[src/rtl/ttip_pkg.sv]
// types and constants shared by the text-to-integer parser
// parse phase enum, state and result structs, character codes, digit decode
// no dependencies
package ttip_pkg;

    typedef enum logic [2:0] {
        PH_LEAD   = 3'd0,
        PH_SIGNED = 3'd1,
        PH_ZERO   = 3'd2,
        PH_HEXPRE = 3'd3,
        PH_DIGITS = 3'd4,
        PH_SKIP   = 3'd5
    } ttip_phase_t;

    typedef struct packed {
        ttip_phase_t phase;
        logic [63:0] acc;
        logic        minus;
        logic        digit;
        logic [5:0]  base;
    } ttip_state_t;

    typedef struct packed {
        logic [63:0] value;
        logic [15:0] offset;
        logic        conv;
    } ttip_result_t;

    typedef struct packed {
        logic       ok;
        logic [5:0] val;
    } ttip_digit_t;

    localparam logic [7:0] CH_NUL   = 8'h00;
    localparam logic [7:0] CH_TAB   = 8'h09;
    localparam logic [7:0] CH_CR    = 8'h0D;
    localparam logic [7:0] CH_SPACE = 8'h20;
    localparam logic [7:0] CH_PLUS  = 8'h2B;
    localparam logic [7:0] CH_MINUS = 8'h2D;
    localparam logic [7:0] CH_ZERO  = 8'h30;
    localparam logic [7:0] CH_NINE  = 8'h39;
    localparam logic [7:0] CH_UA    = 8'h41;
    localparam logic [7:0] CH_UX    = 8'h58;
    localparam logic [7:0] CH_UZ    = 8'h5A;
    localparam logic [7:0] CH_LA    = 8'h61;
    localparam logic [7:0] CH_LX    = 8'h78;
    localparam logic [7:0] CH_LZ    = 8'h7A;

    localparam logic [5:0] BASE_AUTO = 6'd0;
    localparam logic [5:0] BASE_OCT  = 6'd8;
    localparam logic [5:0] BASE_DEC  = 6'd10;
    localparam logic [5:0] BASE_HEX  = 6'd16;

    localparam logic [7:0] LETTER_OFS = 8'd10;

    // value of an alphanumeric character, 0..35
    function automatic ttip_digit_t digit_of(input logic [7:0] c);
        ttip_digit_t r;
        r.ok  = 1'b1;
        r.val = 6'd0;
        if (c >= CH_ZERO && c <= CH_NINE)
            r.val = 6'(c - CH_ZERO);
        else if (c >= CH_LA && c <= CH_LZ)
            r.val = 6'(c - CH_LA + LETTER_OFS);
        else if (c >= CH_UA && c <= CH_UZ)
            r.val = 6'(c - CH_UA + LETTER_OFS);
        else
            r.ok = 1'b0;
        return r;
    endfunction

endpackage

[src/rtl/ttip_step.sv]
// per-character parse step: next state, position count and result of one beat
// pure combinational; uses ttip_pkg
module ttip_step #(
    parameter int OFFSET_BITS = 16
) (
    input  ttip_pkg::ttip_state_t  st,
    input  logic [OFFSET_BITS-1:0] pos,
    input  logic [7:0]             char_in,
    input  logic [5:0]             base_cfg,
    output ttip_pkg::ttip_state_t  st_next,
    output logic [OFFSET_BITS-1:0] pos_next,
    output logic                   emit,
    output ttip_pkg::ttip_result_t res
);

    localparam logic [OFFSET_BITS-1:0] OFFSET_MAX = {OFFSET_BITS{1'b1}};

    ttip_pkg::ttip_digit_t  dig;
    logic                   is_ws;
    logic                   is_sign;
    logic                   first_zero;
    logic [5:0]             first_eff;
    logic                   take_ok;
    logic [63:0]            mul_acc;
    logic [1:0]             cnt_inc;
    logic [OFFSET_BITS:0]   pos_sum;
    logic                   clear;
    logic [31:0]            off_ext;

    assign dig        = ttip_pkg::digit_of(char_in);
    assign is_ws      = (char_in == ttip_pkg::CH_SPACE) ||
                        (char_in >= ttip_pkg::CH_TAB && char_in <= ttip_pkg::CH_CR);
    assign is_sign    = (char_in == ttip_pkg::CH_PLUS) || (char_in == ttip_pkg::CH_MINUS);
    assign first_zero = ((base_cfg == ttip_pkg::BASE_AUTO) ||
                         (base_cfg == ttip_pkg::BASE_HEX)) &&
                        (char_in == ttip_pkg::CH_ZERO);
    assign first_eff  = (base_cfg == ttip_pkg::BASE_AUTO) ? ttip_pkg::BASE_DEC : base_cfg;
    assign take_ok    = dig.ok && (dig.val < st.base);
    // 64 x 6 multiply-add, wraps modulo 2^64
    assign mul_acc    = st.acc * 64'(st.base) + 64'(dig.val);
    assign pos_sum    = {1'b0, pos} + {{(OFFSET_BITS-1){1'b0}}, cnt_inc};

    always_comb
    begin
        st_next = st;
        cnt_inc = 2'd0;
        emit    = 1'b0;
        clear   = 1'b0;
        unique case (st.phase)
            ttip_pkg::PH_LEAD, ttip_pkg::PH_SIGNED:
            begin
                priority if (st.phase == ttip_pkg::PH_LEAD && is_ws)
                begin
                    cnt_inc = 2'd1;
                end
                else if (st.phase == ttip_pkg::PH_LEAD && is_sign)
                begin
                    st_next.minus = (char_in == ttip_pkg::CH_MINUS);
                    st_next.phase = ttip_pkg::PH_SIGNED;
                    cnt_inc       = 2'd1;
                end
                else if (first_zero)
                begin
                    st_next.base  = (base_cfg == ttip_pkg::BASE_HEX) ?
                                    ttip_pkg::BASE_HEX : ttip_pkg::BASE_OCT;
                    st_next.acc   = 64'd0;
                    st_next.digit = 1'b1;
                    st_next.phase = ttip_pkg::PH_ZERO;
                    cnt_inc       = 2'd1;
                end
                else
                begin
                    st_next.base = first_eff;
                    if (dig.ok && dig.val < first_eff)
                    begin
                        st_next.acc   = 64'(dig.val);
                        st_next.digit = 1'b1;
                        st_next.phase = ttip_pkg::PH_DIGITS;
                        cnt_inc       = 2'd1;
                    end
                    else
                    begin
                        emit = 1'b1;
                    end
                end
            end
            ttip_pkg::PH_ZERO:
            begin
                // the x is counted only once a hex digit follows
                if (char_in == ttip_pkg::CH_LX || char_in == ttip_pkg::CH_UX)
                begin
                    st_next.base  = ttip_pkg::BASE_HEX;
                    st_next.phase = ttip_pkg::PH_HEXPRE;
                end
                else if (take_ok)
                begin
                    st_next.acc   = mul_acc;
                    st_next.digit = 1'b1;
                    st_next.phase = ttip_pkg::PH_DIGITS;
                    cnt_inc       = 2'd1;
                end
                else
                begin
                    emit = 1'b1;
                end
            end
            ttip_pkg::PH_HEXPRE:
            begin
                if (dig.ok && dig.val < ttip_pkg::BASE_HEX)
                begin
                    st_next.acc   = 64'(dig.val);
                    st_next.phase = ttip_pkg::PH_DIGITS;
                    cnt_inc       = 2'd2;
                end
                else
                begin
                    emit = 1'b1;
                end
            end
            ttip_pkg::PH_DIGITS:
            begin
                if (take_ok)
                begin
                    st_next.acc   = mul_acc;
                    st_next.digit = 1'b1;
                    cnt_inc       = 2'd1;
                end
                else
                begin
                    emit = 1'b1;
                end
            end
            default:
            begin
                // skipping the tail of the string
                clear = (char_in == ttip_pkg::CH_NUL);
            end
        endcase

        if (emit)
        begin
            if (char_in == ttip_pkg::CH_NUL)
                clear = 1'b1;
            else
                st_next.phase = ttip_pkg::PH_SKIP;
        end

        if (clear)
        begin
            st_next.phase = ttip_pkg::PH_LEAD;
            st_next.acc   = 64'd0;
            st_next.minus = 1'b0;
            st_next.digit = 1'b0;
            st_next.base  = 6'd0;
        end
    end

    assign pos_next = clear ? '0 :
                      pos_sum[OFFSET_BITS] ? OFFSET_MAX : pos_sum[OFFSET_BITS-1:0];

    // result fields always reflect the state before this character
    assign off_ext    = 32'(pos);
    assign res.value  = st.minus ? (~st.acc + 64'd1) : st.acc;
    assign res.offset = !st.digit ? 16'd0 :
                        (off_ext > 32'h0000_FFFF) ? 16'hFFFF : off_ext[15:0];
    assign res.conv   = st.digit;

endmodule

[src/rtl/text_to_integer_parser_core.sv]
// streaming strtoull-style parser: input beat register, parse state, result register
// uses ttip_pkg and ttip_step
//
//  channel | signals                              | direction
//  --------+--------------------------------------+----------
//  config  | cfg_write, number_base               | in
//  input   | in_valid, in_stall, char_code        | in beat, stall out
//  output  | out_valid, out_stall, parsed_value,  | out beat, stall in
//          | end_offset, converted                |
//
// one character per cycle sustained while out_stall is low; a result is loaded into the
// result register when its character is consumed from the input register. the per-beat path is
// the 64 x 6 multiply-add of the accumulator. reset clears the base register to 0 (auto
// detect) and the parse state. a stalled result holds the result register; the input
// register then holds its beat and in_stall rises until the result is taken.
module text_to_integer_parser_core #(
    parameter int OFFSET_BITS = 16
) (
    input  logic        clk,
    input  logic        rst_n,
    input  logic        cfg_write,
    input  logic [5:0]  number_base,
    input  logic        in_valid,
    output logic        in_stall,
    input  logic [7:0]  char_code,
    output logic        out_valid,
    input  logic        out_stall,
    output logic [63:0] parsed_value,
    output logic [15:0] end_offset,
    output logic        converted
);

    logic [5:0]             base_reg;
    logic                   in_vld_reg;
    logic [7:0]             char_reg;
    ttip_pkg::ttip_state_t  st_reg;
    ttip_pkg::ttip_state_t  st_next;
    logic [OFFSET_BITS-1:0] pos_reg;
    logic [OFFSET_BITS-1:0] pos_next;
    logic                   out_vld_reg;
    ttip_pkg::ttip_result_t res_reg;
    ttip_pkg::ttip_result_t res_next;
    logic                   emit;
    logic                   consume;
    logic                   in_take;

    // the buffered beat is parsed when the result register is free or being emptied
    assign consume  = in_vld_reg && (!out_vld_reg || !out_stall);
    assign in_stall = in_vld_reg && !consume;
    assign in_take  = in_valid && !in_stall;

    ttip_step #(
        .OFFSET_BITS(OFFSET_BITS)
    ) u_step (
        .st       (st_reg),
        .pos      (pos_reg),
        .char_in  (char_reg),
        .base_cfg (base_reg),
        .st_next  (st_next),
        .pos_next (pos_next),
        .emit     (emit),
        .res      (res_next)
    );

    always_ff @(posedge clk or negedge rst_n)
    begin
        if (!rst_n)
        begin
            base_reg     <= 6'd0;
            in_vld_reg   <= 1'b0;
            out_vld_reg  <= 1'b0;
            st_reg.phase <= ttip_pkg::PH_LEAD;
            st_reg.acc   <= 64'd0;
            st_reg.minus <= 1'b0;
            st_reg.digit <= 1'b0;
            st_reg.base  <= 6'd0;
            pos_reg      <= '0;
        end
        else
        begin
            if (cfg_write)
                base_reg <= number_base;
            if (in_take || consume)
                in_vld_reg <= in_take;
            if (consume)
            begin
                st_reg  <= st_next;
                pos_reg <= pos_next;
            end
            if (consume && emit)
                out_vld_reg <= 1'b1;
            else if (!out_stall)
                out_vld_reg <= 1'b0;
        end
    end

    always_ff @(posedge clk)
    begin
        if (in_take)
            char_reg <= char_code;
        if (consume && emit)
            res_reg <= res_next;
    end

    assign out_valid    = out_vld_reg;
    assign parsed_value = res_reg.value;
    assign end_offset   = res_reg.offset;
    assign converted    = res_reg.conv;

    // a result without a converted digit carries zero value and zero offset
    a_noconv_zero : assert property (@(posedge clk) disable iff (!rst_n)
        out_vld_reg && !res_reg.conv |-> res_reg.value == 64'd0 && res_reg.offset == 16'd0)
        else $error("unconverted result with nonzero value or offset");

    // a string terminator always returns the parser to a clean start
    a_nul_clears : assert property (@(posedge clk) disable iff (!rst_n)
        consume && char_reg == ttip_pkg::CH_NUL |=>
            st_reg.phase == ttip_pkg::PH_LEAD && pos_reg == '0 && !st_reg.digit)
        else $error("terminator did not clear parse state");

    // accumulating digits implies a digit was seen
    a_digits_seen : assert property (@(posedge clk) disable iff (!rst_n)
        st_reg.phase == ttip_pkg::PH_DIGITS || st_reg.phase == ttip_pkg::PH_ZERO ||
        st_reg.phase == ttip_pkg::PH_HEXPRE |-> st_reg.digit)
        else $error("digit phase without digit seen");

    // a result mid-string moves the parser to skipping the tail
    a_emit_skip : assert property (@(posedge clk) disable iff (!rst_n)
        consume && emit && char_reg != ttip_pkg::CH_NUL |=>
            st_reg.phase == ttip_pkg::PH_SKIP && out_vld_reg)
        else $error("emit did not enter skip phase");

endmodule
[config.mk]
export PLATFORM = sky130hd
export DESIGN_NAME = text_to_integer_parser_core
export DESIGN_NICKNAME = d
export VERILOG_FILES = /design/src/rtl/ttip_pkg.sv /design/src/rtl/ttip_step.sv /design/src/rtl/text_to_integer_parser_core.sv
export SDC_FILE = /design/constraint.sdc
export NUM_CORES = 1
export LEC_CHECK = 0
export BUFFER_PORTS_ARGS = -buffer_cell sky130_fd_sc_hd__buf_2
export CAP_MARGIN = 5
export CORE_MARGIN = 2
export CORE_UTILIZATION = 25
export CTS_CLUSTER_SIZE = 28
export DETAILED_ROUTE_END_ITERATION = 8
export GPL_TIMING_DRIVEN = 0
export PLACE_DENSITY = 0.43
export SLEW_MARGIN = 20
export SYNTH_ARGS = -nofsm -noshare
export SYNTH_HDL_FRONTEND = slang
export SYNTH_SLANG_ARGS = --single-unit
[constraint.sdc]
create_clock -name clk -period 16 [get_ports clk]
set_clock_uncertainty 0.1 [all_clocks]
set_input_delay 2.4 -clock clk [delete_from_list [all_inputs] [get_ports clk]]
set_output_delay 2.4 -clock clk [all_outputs]
set_load 0.05 [all_outputs]
# == Word-level counts from Yosys, hierarchy flattened ==
# Index checks and enable logic that the tools add are counted.
# totals
reg_bits,188
input_bits,19
out_inout_bits,83
wordCells,152
# classes
add_sub_neg,8
multipliers,1
magnitude_cmp,12
n_eq_ne,21
n_mux,58
bitwise,1
reduce_logical,38
# op_table
cell,count
$mux W67,4
$mux W64,4
$pmux W64 S4,1
$mux W75,2
$add A64 B1 Y64 const B,1
$add A64 B6 Y64,1
$mul A64 B6 Y64,1
$not A64 Y64,1
$mux W16,3
$eq A8 B6 Y1 const B,4
$mux W6,5
$mux W1,23
$add A16 B2 Y17,1
$eq A8 B7 Y1 const B,2
$ge A8 B7 Y1 const B,2
$gt A16 B16 Y1 const B,1
$le A8 B7 Y1 const B,2
$logic_and A1 B1 Y1,14
$mux W7,2
$add A6 B4 Y6 const B,2
$lt A6 B6 Y1,2
$mux W3,4
$ne A3 B1 Y1 const B,4
$pmux W6 S2,1
other kinds (35),52

# == Depth between registers and ports, before layout ==
# depth
depth_word,15
mapped_depth,29
depth_no_buf,27

# == Modules after synthesis ==
# Synthesis repeated with hierarchy kept, for this count alone.
# hier_totals
cells_unflattened,2464
area_unflattened_um2,23333.6
# modules_own_cells
module,instances,cells_per_inst,area_per_inst_um2,seq_area_each_um2
ttip_step,1,2159,16500.8,0.0
text_to_integer_parser_core,1,305,6832.8,5149.9

# == Worst setup path after synthesis ==
# Ideal clock, no wire load.
# synth_timing
kind,reg2reg
startpoint,register char_reg[0]
endpoint,"register res_reg (netlist bit converted), enable pin"
setup_ps,521
t_arrival_ps,6715
required_ps,15379
setup_slack_ps,8663
stages_incl_launch_ff,17
n_path_buf,0
synth_period_minus_slack_ps,7337
cell_sequence,edfxtp_1 -> ha_1 -> or4b_4 -> a311oi_2 -> nor3_1 -> nor2_1 -> o21ai_0 -> nand2_1 -> o21ai_0 -> ha_1 -> and4_1 -> nand2_1 -> a21oi_1 -> o31ai_1 -> nand4b_1 -> a221oi_2 -> nor2_1
# synth_via
elab_chain_len,13
word_cells_on_any_way,50
cone_classes,add/sub: 5; order compare: 11; eq/ne: 6; mux: 14; reduce/logical: 14
# synth_lines
element,line,source
from (decl),text_to_integer_parser_core.sv:35,logic [7:0] char_reg;
from (signal assigned),text_to_integer_parser_core.sv:100,char_reg <= char_code;
$sub A6 B1 Y6 (tied with other cells),ttip_pkg.sv:66,r.val = 6'(c - CH_UA + LETTER_OFS);
$add A6 B4 Y6 / $logic_and A1 B1 Y1 (equally long branches),"ttip_pkg.sv:66, ttip_pkg.sv:65",
$mux W6,ttip_pkg.sv:65,else if (c >= CH_UA && c <= CH_UZ)
$mux W6,ttip_pkg.sv:63,else if (c >= CH_LA && c <= CH_LZ)
$mux W6,ttip_pkg.sv:61,if (c >= CH_ZERO && c <= CH_NINE)
$lt A6 B6 Y1,ttip_step.sv:74,if (dig.ok && dig.val < first_eff)
$logic_and A1 B1 Y1,ttip_step.sv:74,
$mux W1,ttip_step.sv:74,
$mux W1,ttip_step.sv:62,else if (first_zero)
$mux W1,ttip_step.sv:56,else if (st.phase == ttip_pkg::PH_LEAD && is_sign)
$mux W1,ttip_step.sv:52,priority if (st.phase == ttip_pkg::PH_LEAD && is_ws)
$pmux W1 S4 *,ttip_step.sv:49,unique case (st.phase)
$logic_and A1 B1 Y1 *,text_to_integer_parser_core.sv:101,if (consume && emit)
to (signal assigned),text_to_integer_parser_core.sv:102,res_reg <= res_next;
to (decl),text_to_integer_parser_core.sv:41,ttip_pkg::ttip_result_t res_reg;
# Every way passes the cells marked *; elsewhere a longest branch is shown, timed or not.
# A chain may end at the register's enable or synchronous reset.

# == Final worst setup path ==
# layout_timing
startpoint,register st_reg[4] in the netlist's numbering
endpoint,register st_reg[63] in the netlist's numbering
# layout_via
elab_chain_len,8
word_cells_on_any_way,22
cone_classes,add/sub: 1; mul: 1; order compare: 1; eq/ne: 7; mux: 9; reduce/logical: 3
# layout_lines
element,line,source
from (decl),text_to_integer_parser_core.sv:36,ttip_pkg::ttip_state_t st_reg;
from (signal assigned),text_to_integer_parser_core.sv:87,st_reg <= st_next;
branches (longest 8 deep; another with $mul A64 B6 Y64),-,
# Several ways; the timed one is not identified. The select of a mux whose other input is x is not followed.

==> out/metrics.cfg <==
[outcome]
status = finished, final reports clean

[logic_synthesis]
syn-num-nets = 2875
post_synth.cell_area_avg_sq_um = 8.78
synth_area_sq_um = 21600
synth_top_cell_by_area = fa_1
ys_ff_latch = 188
synthArstFlopShare_pct = 52.7
synthFlopType = dfrtp_1
ys_seq_area_share_pct = 23.8
yosys.cell_types.count = 73
ys_warn_count = 0
ys_top_cells_by_area = fa_1 22%, edfxtp_1 12%, dfrtp_1 11%, ha_1 8.7%, nand2_1 7.6%
synthCells = 2465
synth_top_area_share_pct = 22.3
synth-edff-count = 89

[clock_tree]
ctsResizeCount = 0
cts.path.max_buffers = 2
clkLatencyLatePin_ns = 0.52
post_cts_buffers = 0
clk_pin_slew_ns = 0.10
cts_tree = done
cts_max_level = 4
root_buffer = clkbuf_16
numClockSinks = 188
cts_inserted_buffers = 17
cts_hold_buf = 0

[power]
power_frac_comb_pct = 54.4
share_seq_of_total_power_pct = 27.4
p_sw_w = 0.00131
intPower_w = 0.00112
p_sw_share_pct = 53.9
pwr_density_cell_nw_per_um2 = 100
p_clk_share_pct = 18.3
ir_drop_v = 0.0000858
p_leak_nw = 11.3

[finish]
largest_reg_flops = 75
drive_gt1_share_pct = 6.65
finalNetCount = 2998
multi_input_area_sq_um = 14600
n_fill_cell = 9262
register_area_sq_um = 5150
fin_area_sq_um = 24300
area_delta_synth_final_pct = 12.2

[timing]
fin_hold_ws_ns = 0.446
finalHoldViolations = 0
fin_crit_sh_pct = 50.2
setup_viol = 0
timing.fmax_ghz = 0.124
rsz0062_at_grt = no
min_period_ns = 8.03
relSlewSlack_pct = 24.1
report.final.slew_viol_count = 0
finalSetupTns_ns = 0
tightestPinTransition_ns = 1.14

[critical_path]
r2r_start = st_reg[4]
critical-path-top-delay-family = compound AO/OA/AOI/OAI gates
max_stage_delay_ns = 0.83
worstSetupPathType = register to register
reg2reg_depth = 19
cp.depth = 19
r2r_end = st_reg[63]
arrival_ns = 8.35
crit_slowest_cell = clkbuf_1
end_kind = register
crit_fanout = 10
cp-start-kind = register
worstPathCellList = clkbuf_1 > clkbuf_1 > nand2_1 > fa_1 > fa_1 > inv_1 > fa_1 > fa_1 > ha_1 > a21o_1 > a21oi_1 > nand2_1 > a211oi_1 > a211oi_1 > o211ai_1 > a21oi_1 > o311ai_0 > nand3_1 > a32o_1
worst-endpoint-required_ns = 16.31
path_common_cell = fa_1
worstPathBufferInverterCount = 3
rrSetupSlack_ns = 7.97

[global_routing]
grt_use_total_pct = 16.1
first_global_vias = 18400
met2_usage_pct = 24.5
use_met1_pct = 22.7
grt.overflow.total = 0
top_usage_layer = met2
grt_first_pass_wirelength_mm = 111
grt_max_degree = 61
grtUsageMet3_pct = 3.49
antenna_found_initial = 2

[die]
die_x_um = 298
core_sq_um = 85400
die_area_sq_um = 88900
dieHeight_um = 298
ios = 102
std_cell_rows = 107
start_util_pct = 25.3

[run]
drv_cap = 0

[place]
port_buffers = 100
placed_area_sq_um = 23700
place_congestion = 0.869
dp_hpwl_mm = 54.9

[route]
drt-pass1-iter-count = 5
num_vias = 17600
avgRoutedWirePerCell_um = 18.6
drt_first_iter_violations = 1140
vias_per_cell = 4.71
ant_nets = 0
wl_mm = 69.8
drc_errors = 0

[hold_path]
whs_endpoint = base_reg[3]
whs_path_depth = 1
hp-class = register to register
hp-start = base_reg[3]

power groups by stage:
stage	clock network (W)	logic, W	registers, W
after CTS	0.000463	0.00134	0.000670
final	0.000444	0.00132	0.000667
after global placement	0	0.00130	0.000698
after detailed placement	0	0.00133	0.000677
after global routing	0.000476	0.00143	0.000680
after floorplan	0	0.000598	0.000894
stage by stage:
stage | setup slack [ns] | util, % | total power [W] | instances
3_3_place_gp | 5.43 | 27.6 | 0.00200 | 3709
3_5_place_dp | 7.94 | 27.7 | 0.00201 | 3713
4_1_cts | 7.89 | 28.4 | 0.00247 | 3745
5_1_grt | 7.45 | 28.4 | 0.00259 | 3745
2_1_floorplan | 8.66 | - | 0.00149 | 2465
6_report | 7.97 | 28.4 | 0.00243 | 3746
cells by family after synthesis:
logic type               Yosys count  synth area share (%)
AO/OA/AOI/OAI                    476                  14.0
multiplexers                       2                 0.104
buffers and inverters            478                  8.55
adder cells (fa/ha/maj)          391                  31.0
flip-flops                       188                  23.8
XOR/XNOR                         133                  5.38
AND/OR/NAND/NOR                  797                  17.2
placed cells by master, fill, tap and decap left out, types with 17 or more instances in the layout:
cell	instances
o31ai_1	41
o21ai_1	47
fa_1	241
nand3_1	30
dfrtp_1	99
and2_1	113
ha_1	150
inv_1	316
o21ai_0	95
clkbuf_16	17
clkbuf_1	147
buf_2	102
xnor2_1	118
nand4_1	21
a21oi_1	111
a21o_1	51
edfxtp_1	89
nor3_1	27
nor2_1	66
nand2_1	436
worst max path at each step:
stage | from | endpoint | slack, ns
2_1_floorplan | char_reg[0] | converted | 8.66
3_3_place_gp | char_reg[0] | parsed_value[26] | 5.43
3_5_place_dp | st_reg[4] | st_reg[63] | 7.94
4_1_cts | st_reg[4] | st_reg[63] | 7.89
5_1_grt | st_reg[4] | st_reg[63] | 7.45
6_report | st_reg[4] | st_reg[63] | 7.97
per-layer routing:
layer | wire, um | up-vias
li1 | - | 8327
met1 | 33400 | 8781
met2 | 30800 | 458
met3 | 4050 | 67
met4 | 1580 | 2
met5 | 20 | -
final cells by class:
class                   instances  area share [%]
diodes                          1          0.0103
plain buffers                 162            2.76
clock buffers                  18            1.77
clock inverters                14           0.649
inverters                     316            4.89
multi-input cells            1799            60.3
flip-flops and latches        188            21.2
well taps                    1144            5.90
repair buffers                104            2.48
synth_stat cells (9+ instances only):
cell type  count
nand4_1       21
fa_1         241
nor3_1        27
nand2b_1      13
inv_1        316
nor2_1        67
o21bai_1      12
a31oi_1       16
or2_2          9
o31ai_1       41
or4_1         11
and2_1       113
a21o_1        51
nor2b_1       16
o21ai_1       47
edfxtp_1      89
xor2_1        15
xnor2_1      118
nand3_1       30
o21ai_0       95
or3_1         15
a21oi_1      111
nand2_1      436
a211oi_1       9
clkbuf_1     150
ha_1         150
dfrtp_1       99
and3_1        12
o41ai_1       10
worst reg2reg max path, stage by stage, from the launching register on:
cell and delay [ns]:
dfrtp_1 0.32, clkbuf_1 0.68, clkbuf_1 0.84, nand2_1 0.18
fa_1 0.53, fa_1 0.55, inv_1 0.07, fa_1 0.57
fa_1 0.43, ha_1 0.39, a21o_1 0.21, a21oi_1 0.21
nand2_1 0.15, a211oi_1 0.81, a211oi_1 0.31, o211ai_1 0.36
a21oi_1 0.18, o311ai_0 0.62, nand3_1 0.15, a32o_1 0.28
Power figures use the tool's default switching activity.
